File: config.mk
export PLATFORM = sky130hd
export DESIGN_NAME = stp_front
export DESIGN_NICKNAME = d
export VERILOG_FILES = /design/src/hw/rtl/stp_pkg.sv /design/src/hw/rtl/stp_front.sv
export SDC_FILE = /design/constraint.sdc
export NUM_CORES = 2
export LEC_CHECK = 0
export ABC_CLOCK_PERIOD_IN_PS = 9600
export BUFFER_PORTS_ARGS = -buffer_cell sky130_fd_sc_hd__buf_2
export CORE_MARGIN = 2
export CORE_UTILIZATION = 60
export CTS_CLUSTER_SIZE = 40
export DETAILED_ROUTE_END_ITERATION = 6
export GPL_ROUTABILITY_DRIVEN = 0
export PLACE_DENSITY = 0.95
export SETUP_SLACK_MARGIN = 0.5
export SYNTH_ARGS = -nofsm -noshare
export SYNTH_HDL_FRONTEND = slang
export SYNTH_SLANG_ARGS = --single-unit
File: constraint.sdc
create_clock -name clk -period 9.6 [get_ports clk]
set_input_delay 1.92 -clock clk [delete_from_list [all_inputs] [get_ports clk]]
set_output_delay 1.92 -clock clk [all_outputs]
set_load 0.03 [all_outputs]
File: src/hw/rtl/stp_pkg.sv
// Shared types, field widths, opcodes and register codes of the Sutherland transport unit.
// Depends on nothing; every other file of the block depends on it.
package stp_pkg;

  // Field widths of the point and of the registers.
  localparam int OP_W       = 3;
  localparam int T_W        = 24;
  localparam int G_W        = 32;
  localparam int CP_W       = 24;
  localparam int MU0_W      = 40;
  localparam int PR_W       = 20;
  localparam int CFG_IDX_W  = 8;
  localparam int CFG_DATA_W = 40;

  // Internal datapath widths.
  localparam int TSUM_W  = T_W + 1;
  localparam int T3S_W   = T_W + 2;
  localparam int TSQ_W   = 2 * TSUM_W;
  localparam int A_W     = 44;
  localparam int BASE_W  = 112;
  localparam int FDEN_W  = 24;
  localparam int FIN_W   = BASE_W + 2 * G_W;
  localparam int FRAC_SH = 32;
  localparam int DMU_SH  = 9;
  localparam int DIGIT_W = 8;

  // Opcodes.
  localparam logic [OP_W-1:0] OP_MU     = 3'd0;
  localparam logic [OP_W-1:0] OP_DMU_DX = 3'd1;
  localparam logic [OP_W-1:0] OP_DMU_DT = 3'd2;
  localparam logic [OP_W-1:0] OP_K      = 3'd3;
  localparam logic [OP_W-1:0] OP_DK_DX  = 3'd4;
  localparam logic [OP_W-1:0] OP_DK_DT  = 3'd5;

  // Register indexes.
  localparam logic [CFG_IDX_W-1:0] CFG_MU0 = 8'd0;
  localparam logic [CFG_IDX_W-1:0] CFG_T0  = 8'd1;
  localparam logic [CFG_IDX_W-1:0] CFG_S   = 8'd2;
  localparam logic [CFG_IDX_W-1:0] CFG_PR  = 8'd3;

  // Register reset values.
  localparam logic [MU0_W-1:0] MU0_RST = 40'd18867700;
  localparam logic [T_W-1:0]   T0_RST  = 24'd279706;
  localparam logic [T_W-1:0]   S_RST   = 24'd113050;
  localparam logic [PR_W-1:0]  PR_RST  = 20'd47186;

  // Fixed scale factors of the final step.
  localparam logic [FDEN_W-1:0] GRAD_SCALE = 24'd4096;
  localparam logic [G_W-1:0]    CP_SCALE   = 32'd256;

  typedef struct packed {
    logic [OP_W-1:0]        op;
    logic [T_W-1:0]         temperature;
    logic signed [G_W-1:0]  temperature_gradient;
    logic [CP_W-1:0]        specific_heat;
    logic                   last_point;
  } point_t;

  // Everything an item carries down the pipeline besides the unit operands.
  typedef struct packed {
    logic [OP_W-1:0]   op;
    logic [T_W-1:0]    t;
    logic [G_W-1:0]    gmag;
    logic              gneg;
    logic [CP_W-1:0]   cp;
    logic              last;
    logic [TSUM_W-1:0] tsum;
    logic [T3S_W-1:0]  t3s;
    logic [TSQ_W-1:0]  tsq;
    logic [A_W-1:0]    a;
    logic [BASE_W-1:0] dmu;
    logic [FDEN_W-1:0] fden;
    logic              fneg;
    logic              fovf;
  } item_t;

endpackage

File: src/hw/rtl/stp_front.sv
// Entry stages: captures a point and forms T+S, T+3S, |dT/dx| and (T+S)^2.
// Depends on stp_pkg.
module stp_front (
  input  logic                clk,
  input  logic                rst,
  input  logic                adv,
  input  logic                in_valid,
  input  stp_pkg::point_t     pt,
  input  logic [stp_pkg::T_W-1:0] s,
  output logic                out_valid,
  output stp_pkg::item_t      out_item
);
  import stp_pkg::*;

  logic              v1, v2;
  item_t             it1, it2;
  item_t             it1_next;
  item_t             it2_next;
  logic [TSUM_W-1:0] tsum_raw;
  logic [G_W-1:0]    graw;

  // First stage: sums and gradient magnitude. A zero T+S counts as one LSB.
  always_comb begin
    graw = $unsigned(pt.temperature_gradient);
    tsum_raw = TSUM_W'(pt.temperature) + TSUM_W'(s);
    it1_next = '0;
    it1_next.op = pt.op;
    it1_next.t = pt.temperature;
    it1_next.gneg = graw[G_W-1];
    it1_next.gmag = graw[G_W-1] ? (~graw + 1'b1) : graw;
    it1_next.cp = pt.specific_heat;
    it1_next.last = pt.last_point;
    it1_next.tsum = (tsum_raw == '0) ? TSUM_W'(1) : tsum_raw;
    it1_next.t3s = T3S_W'(pt.temperature) + T3S_W'(s) + T3S_W'({s, 1'b0});
  end

  // Second stage: square of the nonzero T+S.
  always_comb begin
    it2_next = it1;
    it2_next.tsq = TSQ_W'(it1.tsum) * TSQ_W'(it1.tsum);
  end

  always_ff @(posedge clk) begin
    if (rst) begin
      v1 <= 1'b0;
      v2 <= 1'b0;
    end else if (adv) begin
      v1 <= in_valid;
      v2 <= v1;
    end
    if (adv) begin
      it1 <= it1_next;
      it2 <= it2_next;
    end
  end

  assign out_valid = v2;
  assign out_item = it2;

endmodule

==> reports/results.ini <==
[timing]
skew_ns=0.0491
period_minus_slack_ns=8.83
rsz0062_at_grt=no
finalSetupTns_ns=0
period_share=0.919
fmax_ghz=0.113
worst_slack_ns=0.774
hold_violations=0
timing.slew.headroom=0.184
setup_viol=0
maxSlewViolCount=0
worst_slew_pin_slew_ns=1.22

[run_status]
status=completed

[global_route]
grtUsageTotal=0.316
grt_max_degree=112
grt_antenna_before_repair=11
grt_pass1_vias=25263
overflow=0
grt_pass1_wl_um=136000

[logic_synthesis]
async_flop_share=0
postSynthCellCount=2906
synth_area_mm2=0.0321
ys_ff_latch=322
ys_warn_count=0
syn_area_per_cell_um2=11.1
synth-edff-count=320
ys_seq_area_frac=0.300
post_synth_num_cell_types=66
synthFlopType=edfxtp_1

[clock_network]
cts_buffer_depth=3
cts.clk_slew.worst_paths_ns=0.07
clock-sinks=322
worstSkewPairLatency_ns=0.58
cts-resized-gates=0
postCtsHoldBufs=0
cts_made_buffers=35
clockRootBuffer=clkbuf_16
cts_tree=yes
cts_setup_buffers=0
cts_max_level=2

[setup_path]
critical_path.max_fanout=20
path_buf_inv=5
crit_end=out_item[231]
required_ns=9.87
arrival_ns=9.09
cp.depth=24
worstSetupStartpoint=it1[270]
reg2reg_to=out_item[231]
r2r_start=it1[270]
worstSetupPathType=flip-flop to flip-flop
r2r_cells=24
crit_path_end_kind=flip-flop
crit_slowest_cell=edfxtp_1
cp_cell_sequence=clkinv_1, nor2_1, fa_1, fa_1, inv_1, fa_1, inv_1, fa_1, fa_1, fa_1, inv_1, fa_1, inv_1, ha_1, a21o_1, a31o_2, a31o_2, a221o_1, a21oi_2, o31a_1, o31a_1, o31ai_1, o22ai_1, xnor2_1
start_kind=flip-flop
rrSetupSlack_ns=0.77
slowest_delay_ns=0.99
path_delay_family=adder cells
cp_common_cell=fa_1

[final_layout]
areaGrowthSynthToFinish_pct=8.31
n_fill_cell=3329
drive_gt1_frac=0.120
finalNonFillerCells=3916
final_cell_mix=inv_1 (686), fa_1 (491), edfxtp_1 (320)
final_common_cell=inv_1
final_nets=4035

[placement]
post-place-ws_ns=1.30
dp_hpwl_um=63700
dp.cells=3846
portBuffers=297

[route]
route.met2.wl_um=42900
wire_per_inst_um=22.2
viasPerCell=5.89
ant_nets=0
routed.top_layer=met5
drtIter0Drc=2880
wl_met3_um=9960
finalWirelength_um=86900
vias=23075
dr.pass1.iters=7
wirelength_met1_um=26900
drc=0

[die]
die_y_um=235
top_level_ports=481
core_area_mm2=0.0528
die_w_um=235
start_util=0.609
row_count=84
dieArea_mm2=0.0554

[hold_path]
hold_depth=0
hold_path.class=flip-flop to flip-flop

[run]
maxCapViolations=0

## registers in the layout, summed over array words and instances (netlist names)
register,cells
out_item,184
v1,1
it1,136
out_valid,1
## how the worst min path moves through the flow
stage,startpoint,to
after global placement,it1[288],out_item[288]
after detailed placement,it1[239],out_item[239]
after floorplan,it1[232],out_item[232]
final,it1[360],out_item[360]
after global routing,it1[308],out_item[308]
after CTS,it1[284],out_item[284]
## worst reg2reg max path, stage by stage, from the launching register on
cell and delay (ns):
edfxtp_1 0.99, clkinv_1 0.53, nor2_1 0.46, fa_1 0.50
fa_1 0.57, inv_1 0.06, fa_1 0.53, inv_1 0.05
fa_1 0.40, fa_1 0.47, fa_1 0.54, inv_1 0.06
fa_1 0.49, inv_1 0.05, ha_1 0.35, a21o_1 0.22
a31o_2 0.25, a31o_2 0.24, a221o_1 0.33, a21oi_2 0.34
o31a_1 0.32, o31a_1 0.25, o31ai_1 0.15, o22ai_1 0.24
xnor2_1 0.15
## cell usage after synthesis (all sizes together) (13+ instances only)
library cell  count  share of area
a21o             49          0.011
a21oi            78          0.012
and2            128          0.025
buf             185          0.043
clkbuf           61         0.0071
edfxtp          320           0.30
fa              491           0.31
ha              237          0.092
inv             686          0.080
nand2           203          0.024
nand3            20         0.0033
nor2             86          0.010
nor2b            13         0.0025
o21a             13         0.0030
o21ai            52         0.0081
o21bai           19         0.0044
xnor2            91          0.025
xor2             35         0.0095
## layout make-up
class	count	area, um2	area share
clock inverter	17	129	0.00370
antenna	7	17.5	0.000503
clock buffer	46	958	0.0275
multi-input combinational	1833	19000	0.545
tap	688	861	0.0247
inverter	687	2580	0.0741
timing repair buffer	316	1640	0.0471
sequential	322	9650	0.277
## metrics by stage
stage	area, um2	hold slack (ns)	util
detailed placement	33700	0.405	0.639
floorplan	32800	0.400	-
CTS	34800	0.408	0.660
global placement	33700	0.400	0.639
finish	34800	0.408	0.660
global route	34800	0.416	0.660
## cell families after synthesis
logic type | Yosys count | synth area share
buffers and inverters | 933 | 0.130
adders and majority gates | 728 | 0.398
and+or+nand+nor | 513 | 0.0778
DFF | 322 | 0.300
AOI/OAI and AO/OA | 277 | 0.0572
xor gates and xnor gates | 126 | 0.0343
muxes | 6 | 0.00191
other | 1 | 0.000117
## per-layer routing
layer  up-vias  global-route usage
li1       9281                   -
met1     11106               0.355
met2      2020               0.540
met3       664              0.0752
met4         4               0.209
met5         -             0.00173
Power is not shown: default switching activity piles up to over one toggle a cycle in this logic, so the estimate is an artifact.
