<file path="src/hw/rtl/stp_pkg.sv">
// Shared types, field widths, opcodes and register codes of the Sutherland transport unit.
// Depends on nothing; every other file of the block depends on it.
package stp_pkg;

  // Field widths of the point and of the registers.
  localparam int OP_W       = 3;
  localparam int T_W        = 24;
  localparam int G_W        = 32;
  localparam int CP_W       = 24;
  localparam int MU0_W      = 40;
  localparam int PR_W       = 20;
  localparam int CFG_IDX_W  = 8;
  localparam int CFG_DATA_W = 40;

  // Internal datapath widths.
  localparam int TSUM_W  = T_W + 1;
  localparam int T3S_W   = T_W + 2;
  localparam int TSQ_W   = 2 * TSUM_W;
  localparam int A_W     = 44;
  localparam int BASE_W  = 112;
  localparam int FDEN_W  = 24;
  localparam int FIN_W   = BASE_W + 2 * G_W;
  localparam int FRAC_SH = 32;
  localparam int DMU_SH  = 9;
  localparam int DIGIT_W = 8;

  // Opcodes.
  localparam logic [OP_W-1:0] OP_MU     = 3'd0;
  localparam logic [OP_W-1:0] OP_DMU_DX = 3'd1;
  localparam logic [OP_W-1:0] OP_DMU_DT = 3'd2;
  localparam logic [OP_W-1:0] OP_K      = 3'd3;
  localparam logic [OP_W-1:0] OP_DK_DX  = 3'd4;
  localparam logic [OP_W-1:0] OP_DK_DT  = 3'd5;

  // Register indexes.
  localparam logic [CFG_IDX_W-1:0] CFG_MU0 = 8'd0;
  localparam logic [CFG_IDX_W-1:0] CFG_T0  = 8'd1;
  localparam logic [CFG_IDX_W-1:0] CFG_S   = 8'd2;
  localparam logic [CFG_IDX_W-1:0] CFG_PR  = 8'd3;

  // Register reset values.
  localparam logic [MU0_W-1:0] MU0_RST = 40'd18867700;
  localparam logic [T_W-1:0]   T0_RST  = 24'd279706;
  localparam logic [T_W-1:0]   S_RST   = 24'd113050;
  localparam logic [PR_W-1:0]  PR_RST  = 20'd47186;

  // Fixed scale factors of the final step.
  localparam logic [FDEN_W-1:0] GRAD_SCALE = 24'd4096;
  localparam logic [G_W-1:0]    CP_SCALE   = 32'd256;

  typedef struct packed {
    logic [OP_W-1:0]        op;
    logic [T_W-1:0]         temperature;
    logic signed [G_W-1:0]  temperature_gradient;
    logic [CP_W-1:0]        specific_heat;
    logic                   last_point;
  } point_t;

  // Everything an item carries down the pipeline besides the unit operands.
  typedef struct packed {
    logic [OP_W-1:0]   op;
    logic [T_W-1:0]    t;
    logic [G_W-1:0]    gmag;
    logic              gneg;
    logic [CP_W-1:0]   cp;
    logic              last;
    logic [TSUM_W-1:0] tsum;
    logic [T3S_W-1:0]  t3s;
    logic [TSQ_W-1:0]  tsq;
    logic [A_W-1:0]    a;
    logic [BASE_W-1:0] dmu;
    logic [FDEN_W-1:0] fden;
    logic              fneg;
    logic              fovf;
  } item_t;

endpackage

</file>
<file path="src/hw/rtl/stp_mul_pipe.sv">
// Pipelined multiplier: one 8-bit digit of the second operand per stage, item travels alongside.
// Depends on stp_pkg.
module stp_mul_pipe #(
  parameter int WA = 8,
  parameter int WB = 8
) (
  input  logic             clk,
  input  logic             rst,
  input  logic             adv,
  input  logic             in_valid,
  input  stp_pkg::item_t   in_item,
  input  logic [WA-1:0]    a,
  input  logic [WB-1:0]    b,
  output logic             out_valid,
  output stp_pkg::item_t   out_item,
  output logic [WA+WB-1:0] prod
);
  import stp_pkg::*;

  localparam int NS = (WB + DIGIT_W - 1) / DIGIT_W;
  localparam int BP = NS * DIGIT_W;
  localparam int PW = WA + WB;

  logic          vld [NS];
  item_t         itm [NS];
  logic [WA-1:0] av  [NS];
  logic [BP-1:0] bv  [NS];
  logic [PW-1:0] acc [NS];

  for (genvar s = 0; s < NS; s++) begin : g_stage
    logic                  pv;
    item_t                 pi;
    logic [WA-1:0]         pa;
    logic [BP-1:0]         pb;
    logic [PW-1:0]         pacc;
    logic [WA+DIGIT_W-1:0] pp;

    if (s == 0) begin : g_head
      assign pv = in_valid;
      assign pi = in_item;
      assign pa = a;
      assign pb = BP'(b);
      assign pacc = '0;
    end else begin : g_body
      assign pv = vld[s-1];
      assign pi = itm[s-1];
      assign pa = av[s-1];
      assign pb = bv[s-1];
      assign pacc = acc[s-1];
    end

    // Partial product of this digit, added at its weight.
    assign pp = pa * pb[s*DIGIT_W +: DIGIT_W];

    always_ff @(posedge clk) begin
      if (rst) begin
        vld[s] <= 1'b0;
      end else if (adv) begin
        vld[s] <= pv;
      end
      if (adv) begin
        itm[s] <= pi;
        av[s] <= pa;
        bv[s] <= pb;
        acc[s] <= pacc + (PW'(pp) << (s * DIGIT_W));
      end
    end
  end

  assign out_valid = vld[NS-1];
  assign out_item = itm[NS-1];
  assign prod = acc[NS-1];

endmodule

</file>
<file path="config.mk">
export PLATFORM = sky130hd
export DESIGN_NAME = stp_mul_pipe
export DESIGN_NICKNAME = d
export VERILOG_FILES = /design/src/hw/rtl/stp_pkg.sv /design/src/hw/rtl/stp_mul_pipe.sv
export SDC_FILE = /design/constraint.sdc
export NUM_CORES = 1
export LEC_CHECK = 0
export ABC_AREA = 1
export BUFFER_PORTS_ARGS = -buffer_cell sky130_fd_sc_hd__buf_2
export CORE_AREA = 2 2 297 299
export DETAILED_ROUTE_END_ITERATION = 16
export DIE_AREA = 0 0 299 301
export GPL_ROUTABILITY_DRIVEN = 0
export PLACE_DENSITY = 0.42
export SYNTH_ARGS = -nofsm -noshare
export SYNTH_HDL_FRONTEND = slang
export SYNTH_SLANG_ARGS = --single-unit
</file>
<file path="constraint.sdc">
create_clock -name clk -period 4.1 [get_ports clk]
set_input_delay 0.41 -clock clk [delete_from_list [all_inputs] [get_ports clk]]
set_output_delay 0.41 -clock clk [all_outputs]
set_load 0.1 [all_outputs]
</file>
==> flow_metrics.env <==
export IMPL_synth_area_per_cell_um2=18.3
export IMPL_htree_num_levels=2
export IMPL_async_reset_ff_share_pct=0
export IMPL_ys_seq_elements=385
export IMPL_cts_hold_buf=363
export IMPL_fp_row_count=108
export IMPL_max_cap_violations=0
export IMPL_yosys_warnings=0
export IMPL_die_x_um=299
export IMPL_synthDistinctLibCells=17
export IMPL_cts_resized=0
export IMPL_ir_worst_vdd_mv=0.342
export IMPL_crit_path_end_kind="register"
export IMPL_grt_start_max_net_pins=111
export IMPL_p_per_area_mw_per_mm2=556
export IMPL_min_path_type="input pin to register"
export IMPL_start_util_pct=16.2
export IMPL_viasPerCell=3.50
export IMPL_critPathMaxFanout=5
export IMPL_synth_area_mm2=0.0140
export IMPL_synth_most_common_cell="edfxtp_1"
export IMPL_nets=2423
export IMPL_syn_nets=1223
export IMPL_tightestPinTransition_ps=1010
export IMPL_clockBufferDepth=3
export IMPL_worst_setup_path_start_kind="input pin"
export IMPL_place_port_buffers=772
export IMPL_min_period_ps=3510
export IMPL_synth_area_leader_cell="edfxtp_1"
export IMPL_drtAntennaViolNets=0
export IMPL_dieHeight_um=301
export IMPL_post_cts_buffers=0
export IMPL_core_mm2=0.0865
export IMPL_clock_sinks=385
export IMPL_p_leak_uw=0.0110
export IMPL_worstPathArrival_ps=3840
export IMPL_grt_pass1_vias=11800
export IMPL_final_area_mm2=0.0247
export IMPL_whs_ps=58.4
export IMPL_drc=0
export IMPL_post_dp_hpwl_mm=50.0
export IMPL_drive_gt1_share_pct=44.6
export IMPL_area_growth_syn_to_layout_pct=76.7
export IMPL_io_pin_count=773
export IMPL_fill_cells=8976
export IMPL_ys_top_cells_by_area="edfxtp_1 (83%), fa_1 (5.2%), nand2_1 (3.3%), inv_1 (3.3%), ha_1 (3.2%)"
export IMPL_numCtsBuffers=48
export IMPL_hold_viol_final=0
export IMPL_overflow=0
export IMPL_fin_crit_sh_pct=85.7
export IMPL_grt_usage_pct=13.3
export IMPL_drv_slew=0
export IMPL_cp_startpoint="b[4]"
export IMPL_grt_pass1_wl_mm=85.0
export IMPL_worstPathRequired_ps=4420
export IMPL_drtIter0Drc=653
export IMPL_max_freq_mhz=285
export IMPL_synth_edff_count=385
export IMPL_synth_cells=763
export IMPL_antenna_found_initial=16
export IMPL_ys_top_cells_by_count="edfxtp_1 (385), nand2_1 (123), inv_1 (122), fa_1 (36), ha_1 (36)"
export IMPL_dr_pass1_iters=5
export IMPL_wirelength_mm=62.8
export IMPL_crit_end="acc[0][9]"
export IMPL_setup_viol=0
export IMPL_ys_flop_type="edfxtp_1"
export IMPL_wl_per_cell_um=19.9
export IMPL_grt_setup_unrepaired="false"
export IMPL_slew_headroom_pct=32.4
export IMPL_num_vias=11000
export IMPL_cts_tree="built"
export IMPL_dieArea_mm2=0.0900
export IMPL_cts_clk_slew_worst_paths_ps=60
export IMPL_root_buffer="clkbuf_16"
export IMPL_status="finished, final reports clean"
export IMPL_setup_worst_path_class="input pin to register"
export IMPL_synth_top_cell_area_share_pct=82.7
export IMPL_yosysSeqAreaShare_pct=82.7
export IMPL_place_area_mm2=0.0195
[final cells by class]
class | instances | area [um^2] | area share [%]
diodes | 5 | 12.5 | 0.0507
clock buffers | 52 | 1240 | 5.01
flip-flops and latches | 385 | 11600 | 46.8
repair buffers | 1166 | 7760 | 31.4
clock inverters | 33 | 324 | 1.31
multi-input cells | 236 | 1880 | 7.62
well taps | 1155 | 1450 | 5.85
inverters | 126 | 473 | 1.91
[per-stage QoR]
stage	worst slack (ps)	std cells	power, uW	utilization [%]	TNS (ps)
floorplan	92.4	763	8230	-	0
global placement	-30.2	2705	9320	22.5	-30.2
detailed placement	-27.2	2705	9310	22.5	-83.6
CTS	610	3153	13900	28.5	0
global route	399	3156	14300	28.6	0
finish	586	3158	13700	28.6	0
[worst min-delay path by stage]
stage | startpoint | end | slack [ps] | depth (start not counted)
floorplan | in_item[0] | itm[0][0] | 510 | 0
global placement | in_item[143] | itm[0][143] | 590 | 1
detailed placement | in_item[356] | itm[0][356] | 590 | 1
CTS | in_item[161] | itm[0][161] | 0.5 | 1
global route | in_item[161] | itm[0][161] | 30 | 1
finish | in_item[161] | itm[0][161] | 60 | 1
[layout by cell type (no fill, tap or decap), drive strengths merged]
cell type,instances
xnor2,1
inv,130
ha,36
nand4,5
diode,5
nand2,127
buf,803
edfxtp,385
clkbuf,52
nand3,12
bufinv,4
or2,1
clkinv,23
fa,36
xor2,6
dlygate4sd3,363
nor2,8
clkinvlp,2
a21oi,4
[logic make-up after synthesis]
family | Yosys count | share of synthesized area, %
AOI/OAI and AO/OA | 4 | 0.143
buffers and inverters | 142 | 3.81
adders and majority gates | 72 | 8.38
DFF | 385 | 82.7
xor gates and xnor gates | 7 | 0.439
and+or+nand+nor | 153 | 4.50
[registers in the layout, summed over array words and instances, names as in the netlist]
signal	count
vld	1
itm	368
acc	16
[power breakdown]
group	total, uW	internal, uW	switching, uW
logic	4610	974	3640
registers	4900	4770	125
clock network	4210	2450	1770
[metal layers]
layer  routed length (um)  vias up  GRT usage [%]
met5                   55        -              0
met4                 2850        8           5.99
met3                 6950      102           6.12
met2                28900      488           21.2
met1                24000     5392           15.3
li1                     -     5051              -
[critical path, stage by stage]
cell and delay (ps):
buf_2 130, buf_4 150, nand2_1 60, inv_1 50, fa_1 450, fa_1 540, inv_1 50, fa_1 460
fa_1 540, inv_1 40, ha_1 390, nand3_1 160, nand3_2 120, nand2_1 80, nand2_1 60, xor2_1 150
Power figures use the tool's default switching activity.
