**src/hw/rtl/stp_pkg.sv**
```systemverilog
// Shared types, field widths, opcodes and register codes of the Sutherland transport unit.
// Depends on nothing; every other file of the block depends on it.
package stp_pkg;

  // Field widths of the point and of the registers.
  localparam int OP_W       = 3;
  localparam int T_W        = 24;
  localparam int G_W        = 32;
  localparam int CP_W       = 24;
  localparam int MU0_W      = 40;
  localparam int PR_W       = 20;
  localparam int CFG_IDX_W  = 8;
  localparam int CFG_DATA_W = 40;

  // Internal datapath widths.
  localparam int TSUM_W  = T_W + 1;
  localparam int T3S_W   = T_W + 2;
  localparam int TSQ_W   = 2 * TSUM_W;
  localparam int A_W     = 44;
  localparam int BASE_W  = 112;
  localparam int FDEN_W  = 24;
  localparam int FIN_W   = BASE_W + 2 * G_W;
  localparam int FRAC_SH = 32;
  localparam int DMU_SH  = 9;
  localparam int DIGIT_W = 8;

  // Opcodes.
  localparam logic [OP_W-1:0] OP_MU     = 3'd0;
  localparam logic [OP_W-1:0] OP_DMU_DX = 3'd1;
  localparam logic [OP_W-1:0] OP_DMU_DT = 3'd2;
  localparam logic [OP_W-1:0] OP_K      = 3'd3;
  localparam logic [OP_W-1:0] OP_DK_DX  = 3'd4;
  localparam logic [OP_W-1:0] OP_DK_DT  = 3'd5;

  // Register indexes.
  localparam logic [CFG_IDX_W-1:0] CFG_MU0 = 8'd0;
  localparam logic [CFG_IDX_W-1:0] CFG_T0  = 8'd1;
  localparam logic [CFG_IDX_W-1:0] CFG_S   = 8'd2;
  localparam logic [CFG_IDX_W-1:0] CFG_PR  = 8'd3;

  // Register reset values.
  localparam logic [MU0_W-1:0] MU0_RST = 40'd18867700;
  localparam logic [T_W-1:0]   T0_RST  = 24'd279706;
  localparam logic [T_W-1:0]   S_RST   = 24'd113050;
  localparam logic [PR_W-1:0]  PR_RST  = 20'd47186;

  // Fixed scale factors of the final step.
  localparam logic [FDEN_W-1:0] GRAD_SCALE = 24'd4096;
  localparam logic [G_W-1:0]    CP_SCALE   = 32'd256;

  typedef struct packed {
    logic [OP_W-1:0]        op;
    logic [T_W-1:0]         temperature;
    logic signed [G_W-1:0]  temperature_gradient;
    logic [CP_W-1:0]        specific_heat;
    logic                   last_point;
  } point_t;

  // Everything an item carries down the pipeline besides the unit operands.
  typedef struct packed {
    logic [OP_W-1:0]   op;
    logic [T_W-1:0]    t;
    logic [G_W-1:0]    gmag;
    logic              gneg;
    logic [CP_W-1:0]   cp;
    logic              last;
    logic [TSUM_W-1:0] tsum;
    logic [T3S_W-1:0]  t3s;
    logic [TSQ_W-1:0]  tsq;
    logic [A_W-1:0]    a;
    logic [BASE_W-1:0] dmu;
    logic [FDEN_W-1:0] fden;
    logic              fneg;
    logic              fovf;
  } item_t;

endpackage

```
**src/hw/rtl/stp_div_pipe.sv**
```systemverilog
// Pipelined restoring divider: one quotient bit per stage, divisor carried with the item.
// Depends on stp_pkg. A nonzero starting remainder below the divisor continues a longer division.
module stp_div_pipe #(
  parameter int NW = 8,
  parameter int DW = 8
) (
  input  logic           clk,
  input  logic           rst,
  input  logic           adv,
  input  logic           in_valid,
  input  stp_pkg::item_t in_item,
  input  logic [NW-1:0]  num,
  input  logic [DW-1:0]  den,
  input  logic [DW-1:0]  rem0,
  output logic           out_valid,
  output stp_pkg::item_t out_item,
  output logic [NW-1:0]  quo
);
  import stp_pkg::*;

  logic          vld [NW];
  item_t         itm [NW];
  logic [NW-1:0] xv  [NW];
  logic [DW-1:0] rv  [NW];
  logic [DW-1:0] dv  [NW];

  for (genvar s = 0; s < NW; s++) begin : g_stage
    logic          pv;
    item_t         pi;
    logic [NW-1:0] px;
    logic [DW-1:0] pr;
    logic [DW-1:0] pd;
    logic [DW:0]   tr;
    logic [DW:0]   rn;
    logic          ge;

    if (s == 0) begin : g_head
      assign pv = in_valid;
      assign pi = in_item;
      assign px = num;
      assign pr = rem0;
      assign pd = den;
    end else begin : g_body
      assign pv = vld[s-1];
      assign pi = itm[s-1];
      assign px = xv[s-1];
      assign pr = rv[s-1];
      assign pd = dv[s-1];
    end

    // Shift in the next dividend bit and subtract the divisor where it fits.
    assign tr = {pr, px[NW-1]};
    assign ge = (tr >= {1'b0, pd});
    assign rn = ge ? (tr - {1'b0, pd}) : tr;

    always_ff @(posedge clk) begin
      if (rst) begin
        vld[s] <= 1'b0;
      end else if (adv) begin
        vld[s] <= pv;
      end
      if (adv) begin
        itm[s] <= pi;
        xv[s] <= {px[NW-2:0], ge};
        rv[s] <= rn[DW-1:0];
        dv[s] <= pd;
      end
    end
  end

  assign out_valid = vld[NW-1];
  assign out_item = itm[NW-1];
  assign quo = xv[NW-1];

endmodule

```
**config.mk**
```make
export PLATFORM = sky130hd
export DESIGN_NAME = stp_div_pipe
export DESIGN_NICKNAME = d
export VERILOG_FILES = /design/src/hw/rtl/stp_pkg.sv /design/src/hw/rtl/stp_div_pipe.sv
export SDC_FILE = /design/constraint.sdc
export NUM_CORES = 2
export LEC_CHECK = 0
export ABC_AREA = 1
export BUFFER_PORTS_ARGS = -buffer_cell sky130_fd_sc_hd__buf_2
export CAP_MARGIN = 20
export CORE_MARGIN = 4
export CORE_UTILIZATION = 25
export DETAILED_ROUTE_END_ITERATION = 10
export PLACE_DENSITY = 0.49
export SLEW_MARGIN = 30
export SYNTH_ARGS = -nofsm -noshare
export SYNTH_HDL_FRONTEND = slang
export SYNTH_SLANG_ARGS = --single-unit
```
**constraint.sdc**
```tcl
create_clock -name clk -period 4.5 [get_ports clk]
set_input_delay 0.9 -clock clk [delete_from_list [all_inputs] [get_ports clk]]
set_output_delay 0.9 -clock clk [all_outputs]
set_load 0.01 [all_outputs]
```
==> out/summary.md <==
The tools report the number of different library cells in the post-synthesis netlist as 28. Setup repair after global routing left no endpoint under its margin. Once placement finished, the instance area stood at 110000 um2. The logs give 0 for the count of final hold-check violations and 120000 um2 for the finished layout cell area. Deepest clock path buffer count: 4.

For this configuration, the core starts out at a cell density of 25.2%. The class of the tightest hold or removal check was in -> reg. The number of global-route vias before repair was 39800. Entering global routing, the biggest net connects 123 pins. After detailed routing, the average wire length per cell comes to 14.8 um. After detailed routing, the total wire length is 157000 um.

The most critical setup path has its startpoint at itm[3][605]. The biggest area consumer among synthesized cells is sky130_fd_sc_hd__edfxtp_1. In the routed design, unresolved DRC markers number 0. The internal power summed over all cells was 49900 uW. First-iteration detailed-routing DRC count: 2731.

The master cell of the clock root buffer is sky130_fd_sc_hd__clkbuf_16. In the synthesized netlist, the cells that appear most often are sky130_fd_sc_hd__edfxtp_1 (3128), sky130_fd_sc_hd__nand2_1 (313), sky130_fd_sc_hd__inv_1 (184). Synthesis inferred 3128 register bits.

Area of combinational cells with multiple inputs: 3580 um2. TritonCTS built the clock tree. Between clock sinks in the finished design, the worst skew comes to 0.0450 ns. The global-route track usage on met1 came out at 7.73%. Proportion of layout cells with a drive suffix above 1: 24.7%. The synthesis-to-finish area growth is 22.0%.

CTS built an H-tree with a depth of 5. The number of clock buffers added by TritonCTS is 319. In this run the count of I/O pins placed on the die edge is 773.

The vertical die dimension came out at 635 um. Counting flops with an async set or reset pin after synthesis yields a share of 0%. The logs give 3964 for the number of standard cells after synthesis and 0.174 ns for the worst hold margin. The leading register cell type out of synthesis was sky130_fd_sc_hd__edfxtp_1.

The analysis attributes to net switching a power of 13400 uW. Sorting the synthesized cells by area gives the leading types as sky130_fd_sc_hd__edfxtp_1 (96%), sky130_fd_sc_hd__nand2_1 (1.2%), sky130_fd_sc_hd__ha_1 (0.81%). The tools report the sort of element at the start of the critical path as a flop.

Across the VDD grid, the largest voltage drop is 0.000398 V. Count of flip-flops with a built-in enable after synthesis: 3128. The worst hold path begins at in_item[298]. The HPWL after detailed placement is 99700 um. The die width is 635 um. The global placer's final weighted congestion is 0.805, and the max-cap check violation count is 0.

In this run the mean area of a mapped cell was 24.8 um2. The first global-routing pass estimated 237000 um of wire. Most frequent cell after synthesis: sky130_fd_sc_hd__edfxtp_1. The number of setup buffers added after CTS is 0. The sum of overflow across all layers after global routing was 0. The switching share of power works out to 21.2%.

The most utilized layer in the global route result is met2. The number of stages on the worst hold path is 1. The sequential cells in the finished layout cover a total of 93900 um2. The routing usage on met3 came out at 1.83%.

The post-route setup TNS is 0 ns. The register-to-register path setup slack was 2.45 ns; the clock sink total was 3128. The clock network burns 39.7% of the power. The number of antenna violations at the first check in global routing is 22.

The critical path is of the reg -> out type. The buffers plus inverters on the worst setup path was 1. The number of hold buffers added after CTS was 0. The synthesized netlist net count is 4431, and the count of yosys warnings during synthesis is 0. The area enclosed by the die boundary is 403000 um2, and the fraction of the cycle the final worst path needs is 55.9%.

The clock transition at the registers of the reported paths is 0.08 ns, and the remaining antenna violation count after routing is 0. The signal on the critical path passes through buf_2. The post-layout net count came out at 5606.

The mapped netlist covers 98300 um2. In this design, the largest share of critical-path delay is due to flip-flops. The measured slew at the worst slew-check pin was 0.635 ns; the worst endpoint required time was 3.60 ns. The layout has 37600 filler cells. The category of the worst setup path capture point is a primary output. Before antenna repair, the detailed router went through 7 iterations.

Startpoint of the worst register-to-register path: dv[0][3]. For the worst setup path, the data arrival time is 1.61 ns. The count of buffers added on input and output ports is 772.

Combinational logic burns 4.8% of the power. The worst-path maximum fanout is 1, and the clock latency on the worst-skew pair is 0.89 ns. For this run, the slowest stage of the critical path takes 0.51 ns. Dividing the detail-routed via count by the number of cells gives 3.58.

The slowest stage of the critical path belongs to the cell sky130_fd_sc_hd__edfxtp_1. Summed over its instances, the top area cell type makes up 95.6% of the synthesized netlist area. For this run, the total global-route usage over all layers was measured as 7.53%.

Of the total power, registers draw 55.4%. The cell leakage power was 0.0421 uW; the setup violation total in the final timing report was 0. The initialized floorplan defines 229 standard-cell rows. The core outline area was 390000 um2. Based on the critical path, the design can be clocked at up to 398 MHz. Headroom to the max-slew limit came out at 57.7%. For the share of the yosys chip area belonging to registers, the log shows 95.6%. The worst hold endpoint is itm[0][298]. For this design the ratio of total power to cell area is 528 nW/um2. The logic depth of the worst register-to-register path is 10. The total count of max-transition violations in the final report came out at 0.

The worst register-to-register path ends at rv[1][7]. The time the worst path needs with I/O delays and setup came out at 2.51 ns. In this run, post-CTS repair resized a total of 0 instances. The logic depth of the worst path, buffers included is 1, and the vias after detailed routing is 38000. The run finished with clean final reports.

The met2 demand-to-capacity share in global routing is 14.3%.
cells by family after synthesis:
logic type	synth area share, %
XOR/XNOR	0.187
AO/OA/AOI/OAI	0.169
adder cells (fa/ha/maj)	0.957
flip-flops	95.6
buffers and inverters	0.782
AND/OR/NAND/NOR	2.33
state kept, by name, summed over array words and instances, names as in the netlist:
| name | flops |
|---|---|
| vld | 8 |
| xv | 64 |
| rv | 56 |
| dv | 56 |
| itm | 2944 |
cell usage in the layout, fill, tap and decap left out, drive strengths merged:
| cell type | instances |
|---|---|
| nor2 | 55 |
| or2 | 2 |
| xor2 | 14 |
| buf | 862 |
| inv | 192 |
| clkinv | 162 |
| xnor2 | 7 |
| clkinvlp | 12 |
| nor3 | 9 |
| nand2 | 330 |
| bufinv | 19 |
| and2 | 1 |
| o21ai | 1 |
| nand3 | 105 |
| nand3b | 2 |
| edfxtp | 3128 |
| a21oi | 30 |
| clkbuf | 383 |
| nand4 | 16 |
| diode | 1 |
| ha | 64 |
| fa | 7 |
power by group through the flow:
stage / Sequential [uW] / Clock [uW] / Combinational, uW
after detailed placement: 35700 / 0 / 3090
after floorplan: 35500 / 0 / 1530
after CTS: 35100 / 26200 / 3100
final: 35100 / 25200 / 3050
after global placement: 35700 / 0 / 3010
after global routing: 35300 / 27500 / 3470
routing by layer:
metal / vias to the layer above / routed length, um
li1: 17900 / -
met1: 18900 / 56400
met5: - / 146
met4: 22 / 6560
met3: 399 / 7420
met2: 804 / 86600
through the flow:
stage | power (uW) | worst slack [ns] | std cells | utilization [%]
finish | 63300 | 1.99 | 10600 | 30.7
global route | 66200 | 1.88 | 10600 | 30.7
CTS | 64400 | 1.81 | 10600 | 30.7
global placement | 38700 | 1.76 | 10000 | 28.1
detailed placement | 38800 | 1.73 | 10000 | 28.1
floorplan | 37000 | 2.26 | 3964 | -
worst max-delay path by stage:
stage / endpoint / slack (ns)
finish: out_item[237] / 1.99
global route: out_item[237] / 1.88
CTS: out_item[237] / 1.81
detailed placement: itm[0][402] / 1.73
global placement: itm[0][402] / 1.76
floorplan: rv[0][6] / 2.26
layout make-up:
cell class / instances / share of cell area (%)
inverter: 185 / 0.579
tap: 5197 / 5.42
clock inverter: 200 / 1.55
multi-input combinational: 643 / 2.99
timing repair buffer: 862 / 4.22
clock buffer: 383 / 6.93
sequential: 3128 / 78.3
antenna: 1 / 0.00209
(Power assumes the default switching activity.)
