==> src/hw/rtl/stp_pkg.sv <==
// Shared types, field widths, opcodes and register codes of the Sutherland transport unit.
// Depends on nothing; every other file of the block depends on it.
package stp_pkg;

  // Field widths of the point and of the registers.
  localparam int OP_W       = 3;
  localparam int T_W        = 24;
  localparam int G_W        = 32;
  localparam int CP_W       = 24;
  localparam int MU0_W      = 40;
  localparam int PR_W       = 20;
  localparam int CFG_IDX_W  = 8;
  localparam int CFG_DATA_W = 40;

  // Internal datapath widths.
  localparam int TSUM_W  = T_W + 1;
  localparam int T3S_W   = T_W + 2;
  localparam int TSQ_W   = 2 * TSUM_W;
  localparam int A_W     = 44;
  localparam int BASE_W  = 112;
  localparam int FDEN_W  = 24;
  localparam int FIN_W   = BASE_W + 2 * G_W;
  localparam int FRAC_SH = 32;
  localparam int DMU_SH  = 9;
  localparam int DIGIT_W = 8;

  // Opcodes.
  localparam logic [OP_W-1:0] OP_MU     = 3'd0;
  localparam logic [OP_W-1:0] OP_DMU_DX = 3'd1;
  localparam logic [OP_W-1:0] OP_DMU_DT = 3'd2;
  localparam logic [OP_W-1:0] OP_K      = 3'd3;
  localparam logic [OP_W-1:0] OP_DK_DX  = 3'd4;
  localparam logic [OP_W-1:0] OP_DK_DT  = 3'd5;

  // Register indexes.
  localparam logic [CFG_IDX_W-1:0] CFG_MU0 = 8'd0;
  localparam logic [CFG_IDX_W-1:0] CFG_T0  = 8'd1;
  localparam logic [CFG_IDX_W-1:0] CFG_S   = 8'd2;
  localparam logic [CFG_IDX_W-1:0] CFG_PR  = 8'd3;

  // Register reset values.
  localparam logic [MU0_W-1:0] MU0_RST = 40'd18867700;
  localparam logic [T_W-1:0]   T0_RST  = 24'd279706;
  localparam logic [T_W-1:0]   S_RST   = 24'd113050;
  localparam logic [PR_W-1:0]  PR_RST  = 20'd47186;

  // Fixed scale factors of the final step.
  localparam logic [FDEN_W-1:0] GRAD_SCALE = 24'd4096;
  localparam logic [G_W-1:0]    CP_SCALE   = 32'd256;

  typedef struct packed {
    logic [OP_W-1:0]        op;
    logic [T_W-1:0]         temperature;
    logic signed [G_W-1:0]  temperature_gradient;
    logic [CP_W-1:0]        specific_heat;
    logic                   last_point;
  } point_t;

  // Everything an item carries down the pipeline besides the unit operands.
  typedef struct packed {
    logic [OP_W-1:0]   op;
    logic [T_W-1:0]    t;
    logic [G_W-1:0]    gmag;
    logic              gneg;
    logic [CP_W-1:0]   cp;
    logic              last;
    logic [TSUM_W-1:0] tsum;
    logic [T3S_W-1:0]  t3s;
    logic [TSQ_W-1:0]  tsq;
    logic [A_W-1:0]    a;
    logic [BASE_W-1:0] dmu;
    logic [FDEN_W-1:0] fden;
    logic              fneg;
    logic              fovf;
  } item_t;

endpackage

==> src/hw/rtl/stp_sqrt_pipe.sv <==
// Pipelined digit-by-digit integer square root: one root bit per stage.
// Depends on stp_pkg.
module stp_sqrt_pipe #(
  parameter int NW = 8
) (
  input  logic            clk,
  input  logic            rst,
  input  logic            adv,
  input  logic            in_valid,
  input  stp_pkg::item_t  in_item,
  input  logic [NW-1:0]   x,
  output logic            out_valid,
  output stp_pkg::item_t  out_item,
  output logic [NW/2-1:0] root
);
  import stp_pkg::*;

  localparam int RW = NW / 2;

  logic          vld [RW];
  item_t         itm [RW];
  logic [NW-1:0] xv  [RW];
  logic [RW-1:0] qv  [RW];
  logic [RW+1:0] mv  [RW];

  for (genvar s = 0; s < RW; s++) begin : g_stage
    logic          pv;
    item_t         pi;
    logic [NW-1:0] px;
    logic [RW-1:0] pq;
    logic [RW+1:0] pm;
    logic [RW+3:0] tr;
    logic [RW+3:0] trial;
    logic [RW+3:0] rn;
    logic          ge;

    if (s == 0) begin : g_head
      assign pv = in_valid;
      assign pi = in_item;
      assign px = x;
      assign pq = '0;
      assign pm = '0;
    end else begin : g_body
      assign pv = vld[s-1];
      assign pi = itm[s-1];
      assign px = xv[s-1];
      assign pq = qv[s-1];
      assign pm = mv[s-1];
    end

    // Bring down two bits and try the next root bit.
    assign tr = {pm, px[NW-1:NW-2]};
    assign trial = {2'b00, pq, 2'b01};
    assign ge = (tr >= trial);
    assign rn = ge ? (tr - trial) : tr;

    always_ff @(posedge clk) begin
      if (rst) begin
        vld[s] <= 1'b0;
      end else if (adv) begin
        vld[s] <= pv;
      end
      if (adv) begin
        itm[s] <= pi;
        xv[s] <= {px[NW-3:0], 2'b00};
        qv[s] <= {pq[RW-2:0], ge};
        mv[s] <= rn[RW+1:0];
      end
    end
  end

  assign out_valid = vld[RW-1];
  assign out_item = itm[RW-1];
  assign root = qv[RW-1];

endmodule

==> config.mk <==
export PLATFORM = sky130hd
export DESIGN_NAME = stp_sqrt_pipe
export DESIGN_NICKNAME = d
export VERILOG_FILES = /design/src/hw/rtl/stp_pkg.sv /design/src/hw/rtl/stp_sqrt_pipe.sv
export SDC_FILE = /design/constraint.sdc
export NUM_CORES = 1
export LEC_CHECK = 0
export BUFFER_PORTS_ARGS = -buffer_cell sky130_fd_sc_hd__buf_2
export CAP_MARGIN = 20
export CORE_MARGIN = 4
export CORE_UTILIZATION = 50
export DETAILED_ROUTE_END_ITERATION = 8
export PLACE_DENSITY = 0.79
export SYNTH_ARGS = -nofsm -noshare
export SYNTH_HDL_FRONTEND = slang
export SYNTH_SLANG_ARGS = --single-unit
==> constraint.sdc <==
create_clock -name clk -period 2 [get_ports clk]
set_clock_uncertainty 0.15 [all_clocks]
set_input_delay 0.1 -clock clk [delete_from_list [all_inputs] [get_ports clk]]
set_output_delay 0.1 -clock clk [all_outputs]
set_load 0.02 [all_outputs]
==> results of run 1 <==
## metal layers
metal | global-route usage [%] | vias up | wire [µm]
met3 | 5.26 | 372 | 7000
li1 | - | 9987 | -
met5 | 0 | - | 13
met4 | 14.8 | 2 | 7520
met1 | 24.8 | 11800 | 38200
met2 | 48.2 | 1209 | 70300
## worst max-delay path, cell delays in order, from the launching register on
cell      delay, ns
edfxtp_1       0.37
or4_4          0.55
a31oi_4        0.19
nor2b_4        0.24
mux2_4         0.32
## registers in the layout, indices dropped and copies added, names as in the netlist
name  flops
qv       10
vld       4
mv       15
itm    1472
xv       12
## layout make-up
class / instances / area share, %
clock buffers: 173 / 5.84
multi-input cells: 63 / 0.907
repair buffers: 1599 / 19.1
inverters: 13 / 0.0754
well taps: 1176 / 2.27
diodes: 14 / 0.0542
clock inverters: 85 / 1.50
flip-flops and latches: 1513 / 70.2
## worst paths after layout
kind / startpoint / endpoint / slack [ns]
worst max-delay path: mv[1][4]$_DFFE_PP_ / mv[2][3]$_DFFE_PP_ / -0.07
worst min-delay path: x[6] / mv[0][0]$_DFFE_PP_ / 0.14
worst max register to register: mv[1][4]$_DFFE_PP_ / mv[2][3]$_DFFE_PP_ / -0.07
worst min register to register: itm[1][196]$_DFFE_PP_ / itm[2][196]$_DFFE_PP_ / 0.24
## cells in the final DEF (no fill, tap or decap), types with 2 or more instances in the layout
cell           count
edfxtp_1        1513
dlygate4sd3_1    756
buf_2            751
clkbuf_16        148
buf_4             63
clkinv_1          29
clkbuf_1          26
buf_12            25
clkinv_2          19
bufinv_16         18
diode_2           14
inv_1              9
ha_1               7
and2_1             5
inv_6              5
inv_2              4
nor2_1             4
xnor2_1            4
o21ai_0            4
clkinv_8           4
clkinvlp_4         4
a21oi_1            3
inv_16             3
buf_6              3
nor3_1             2
mux2_4             2
nor2b_2            2
nor2_4             2
or2_2              2
ha_4               2
ha_2               2
clkinv_4           2
## report_power, final
group          switching, mW  internal, mW
Clock                   12.4          15.9
Sequential             0.894          37.4
Combinational           2.14          1.83
## metrics by stage
step / power, mW / TNS (ns) / std cells
final: 70.6 / -0.232 / 4636
after global routing: 72.7 / -0.407 / 4634
after CTS: 69.7 / -0.0490 / 4616
after detailed placement: 41.3 / -0.523 / 3598
after global placement: 41.0 / -0.0922 / 3598
after floorplan: 39.2 / -0.0444 / 1590
## cells by family after synthesis
group                    after synthesis  synth area share (%)
AND/OR/NAND/NOR                       27                 0.354
XOR/XNOR                               5                0.0952
AO/OA/AOI/OAI                         16                 0.201
adder cells (fa/ha/maj)               11                 0.299
flip-flops                          1513                  98.8
multiplexers                           3                0.0871
other                                  1               0.00816
buffers and inverters                 14                 0.131
## timing repair
action,CTS,global route
resized for setup,11,21
buffers inserted,4,5
hold buffers,756,0
hold endpoints to repair,1321,0
endpoints found under the setup margin,10,13
cloned,0,1
pin swaps,5,6
==> impl_metrics.tcl, run 1 <==
set metrics [dict create \
    fmax_mhz 482 \
    outcome "complete, but fails checks" \
    firstDrtPassIters 5 \
    drive_gt1_share_pct 31.1 \
    synth_cells 1590 \
    hold_viol 0 \
    synth_most_common_cell "edfxtp_1" \
    hold-path-cell-count 3 \
    crit_arrival_ns 2.40 \
    dieHeight_um 311 \
    reg2regPathDepth 4 \
    ys_warn_count 0 \
    placed_area_um2 52100 \
    timing_worst_setup_path_type "reg2reg" \
    drt_iter0_markers 2295 \
    dr_total_vias 23300 \
    path_clk_slew_ns 0.06 \
    antenna_found_initial 15 \
    synth_edf_count 1513 \
    ir_drop_mv 1.50 \
    root_buffer "clkbuf_16" \
    whs_ns 0.138 \
    cp-end-kind "flip-flop" \
    critPathMaxFanout 3 \
    p_per_area_nw_per_um2 1090 \
    place_ws_ns -0.134 \
    finalSetupViolations 5 \
    start_util_pct 50.8 \
    rows 110 \
    antenna_left 0 \
    portBuffers 752 \
    utilization_pct 71.4 \
    io_pins 753 \
    max_cap_viol_count 0 \
    fin_area_um2 64700 \
    globalplace.congestion 0.837 \
    ys_async_sr_fraction_pct 0 \
    multi_input_area_um2 587 \
    core_um2 90600 \
    syn-num-nets 1981 \
    violations "negative setup slack" \
    yosysSeqAreaShare_pct 98.8 \
    seq_area_um2 45400 \
    synth_common_cells "edfxtp_1, inv_1, ha_1" \
    cts_buffer_depth 3 \
    clock_latency_ns 0.76 \
    synth.area.top_cells "edfxtp_1, ha_1, inv_1, xnor2_1, and2_1" \
    final_nets 3723 \
    worstSetupStartpointType "flip-flop" \
    post-route-drc-count 0 \
    cts_tree "done" \
    synth_top_area_cell "edfxtp_1" \
    wirelength_um 123000 \
    leakagePower_nw 24.1 \
    fin_crit_sh_pct 104 \
    grt_max_degree 86 \
    overflow 0 \
    fillers 4860 \
    grt_pass1_wl_um 175000 \
    syn_area_um2 46000 \
    numCtsBuffers 142 \
    synth-main-ff-cell "edfxtp_1" \
    period_needed_ns 2.07 \
    slew_violations 0 \
    grt_pass1_vias 25800 \
    hold_class "in2reg" \
    syn_avg_cell_area_um2 28.9 \
    area_delta_synth_final_pct 40.7 \
    fp.dieW_um 311 \
    synth_top_area_share_pct 98.8 \
    critPathRequiredTime_ns 2.33 \
    hpwl_um 61100 \
    dieArea_um2 96900 \
    grt_use_total_pct 25.2 \
    cts.sinks 1513 \
    routedWlPerCell_um 26.5 \
    cts-htree-levels 4 \
    synth-seq-cells 1513 \
    setup_slack_ns -0.0748 \
    rsz0062_at_grt "yes" \
    synth_cell_type_count 29 \
    post_drt_via_cell_ratio 5.04 \
]
No activity file was read; power rests on OpenSTA's default activity.
==> inputs of run 2 (changes only) <==
--- a/config.mk
+++ b/config.mk
@@ -8,9 +8,9 @@
 export BUFFER_PORTS_ARGS = -buffer_cell sky130_fd_sc_hd__buf_2
 export CAP_MARGIN = 20
 export CORE_MARGIN = 4
-export CORE_UTILIZATION = 50
+export CORE_UTILIZATION = 40
 export DETAILED_ROUTE_END_ITERATION = 8
-export PLACE_DENSITY = 0.79
+export PLACE_DENSITY = 0.66
 export SYNTH_ARGS = -nofsm -noshare
 export SYNTH_HDL_FRONTEND = slang
 export SYNTH_SLANG_ARGS = --single-unit
==> run 2 against run 1 <==
  * The flow still finishes with violations (negative setup slack)
  * Clock power down 2%
  * Critical path type unchanged
  * Power down 1.5%
  * Cell count up 7.2%
  * Global-route usage down 8.6 points
  * Largest cell class unchanged
  * Largest power group unchanged
  * Die area up 24%
  * Sequential share of layout area down 0.44 points
  * Setup slack worse by 0.026 ns
  * Non-clock buffer count down 14
  * Highest routed layer unchanged
==> impl_metrics.tcl, run 2 (synthesis results as in run 1) <==
set metrics [dict create \
    swShare_pct 21.1 \
    area_delta_synth_final_pct 41.6 \
    p_per_area_nw_per_um2 1070 \
    utilization_pct 57.0 \
    dp.cells 3930 \
    timing.rr.end "mv[2][3]$_DFFE_PP_" \
    rows 124 \
    total_power_mw 69.6 \
    io_pins 753 \
    whs_ns 0.0651 \
    cts_buffer_depth 3 \
    grt_pass1_wl_um 150000 \
    slowest_stage "or4_4" \
    rsz0062_at_grt "yes" \
    critPathRequiredTime_ns 2.33 \
    reg2regPathDepth 4 \
    largest_register_ffs 1472 \
    post-route-drc-count 0 \
    clkPwrFrac_pct 39.7 \
    post_drt_via_cell_ratio 4.43 \
    grt_max_degree 101 \
    min_to "itm[0][156]$_DFFE_PP_" \
    drt_iter0_markers 1390 \
    slowest_delay_ns 0.57 \
    top_register "itm" \
    portBuffers 752 \
    cts-htree-levels 4 \
    hold_viol 0 \
    period_needed_ns 2.10 \
    crit_arrival_ns 2.43 \
    slew_violations 0 \
    power_switching_mw 14.7 \
    fillers 8078 \
    path_clk_slew_ns 0.06 \
    fin_cells 4968 \
    overflow 0 \
    fin_area_um2 65100 \
    antenna_found_initial 11 \
    max_cap_viol_count 0 \
    root_buffer "clkbuf_16" \
    final_cell_mix "edfxtp_1, dlygate4sd3_1, buf_2" \
    hpwl_um 60600 \
    timing_worst_setup_path_type "reg2reg" \
    worstSetupStartpointType "flip-flop" \
    fin_crit_sh_pct 105 \
    r2r_start "mv[1][4]$_DFFE_PP_" \
    final_common_cell "edfxtp_1" \
    p_comb_share_pct 5.5 \
    crit_family "simple AND/OR/NAND/NOR gates" \
    dr_total_vias 22000 \
    reg_top3 "itm x1472, mv x15, xv x12" \
    p_seq_share_pct 54.7 \
    antenna_left 0 \
    ir_drop_mv 0.901 \
    outcome "complete, but fails checks" \
    core_um2 114000 \
    dieArea_um2 120000 \
    leakagePower_nw 24.1 \
    finalSetupViolations 6 \
    crit_chain "or4_4, a31oi_4, nor2b_4, mux2_4" \
    p_int_mw 54.9 \
    cts.sinks 1513 \
    hold_class "in2reg" \
    cts_tree "done" \
    final_nets 3715 \
    start_util_pct 40.3 \
    fmax_mhz 476 \
    firstDrtPassIters 7 \
    numCtsBuffers 148 \
    crit_buf_inv 0 \
    wirelength_um 102000 \
    placed_area_um2 52600 \
    setup_slack_ns -0.101 \
    reg2reg_slack_ns -0.10 \
    globalplace.congestion 0.831 \
    hold-path-cell-count 2 \
    routedWlPerCell_um 20.5 \
    grt_use_total_pct 16.6 \
    violations "negative setup slack" \
    drive_gt1_share_pct 30.9 \
    fp.dieW_um 347 \
    critPathMaxFanout 4 \
    cp-end-kind "flip-flop" \
    clock_latency_ns 0.74 \
    grt_pass1_vias 23900 \
    hold_start "in_item[156]" \
    dieHeight_um 347 \
]
## run 2: worst max path at each step
stage | from | endpoint | slack (ns) | cells after the start
after global placement | mv[1][3]$_DFFE_PP_ | mv[2][2]$_DFFE_PP_ | -0.08 | 4
final | mv[1][4]$_DFFE_PP_ | mv[2][3]$_DFFE_PP_ | -0.10 | 4
after CTS | mv[1][5]$_DFFE_PP_ | mv[2][3]$_DFFE_PP_ | -0.06 | 4
after detailed placement | mv[1][3]$_DFFE_PP_ | mv[2][2]$_DFFE_PP_ | -0.18 | 4
after global routing | mv[0][0]$_DFFE_PP_ | mv[1][3]$_DFFE_PP_ | -0.13 | 5
after floorplan | mv[1][3]$_DFFE_PP_ | mv[2][2]$_DFFE_PP_ | -0.02 | 5
## run 2: timing repair
item                                    4_1_cts  5_1_grt
pin swaps                                     4        6
endpoints found under the hold margin      1333        1
hold buffers                                751        1
resized for setup                             9       12
endpoints found under the setup margin       12       11
buffers inserted                              3        1
## run 2: cell type report
cell class | instances | area (µm²) | share of cell area (%)
antenna | 9 | 22.5 | 0.0346
inverter | 13 | 48.8 | 0.0750
clock inverter | 100 | 1060 | 1.63
sequential | 1513 | 45400 | 69.8
clock buffer | 173 | 3800 | 5.83
tap | 1512 | 1890 | 2.91
multi-input combinational | 63 | 563 | 0.865
timing repair buffer | 1585 | 12300 | 18.8
## run 2: power groups by stage
stage	clock [mW]	sequential, mW	combinational [mW]
after CTS	28.0	38.1	3.75
after floorplan	0	39.0	0.144
after global placement	0	38.6	2.45
after global routing	29.9	38.2	4.06
after detailed placement	0	38.7	2.53
final	27.7	38.1	3.84
## run 2: per-stage QoR
stage	setup WS, ns	setup TNS, ns
finish	-0.101	-0.344
global route	-0.128	-0.665
detailed placement	-0.177	-0.956
global placement	-0.0806	-0.161
floorplan	-0.0222	-0.0444
CTS	-0.0566	-0.111
## run 2: per-layer routing
| layer | up-vias | wire length (µm) | part of all wire [%] | GRT usage (%) |
|---|---|---|---|---|
| met5 | - | 27 | 0.026 | 0 |
| met4 | 4 | 4790 | 4.7 | 7.88 |
| met1 | 11100 | 35000 | 34 | 17.6 |
| met2 | 681 | 56600 | 55 | 30.9 |
| li1 | 9988 | - | - | - |
| met3 | 251 | 5620 | 5.5 | 4.09 |
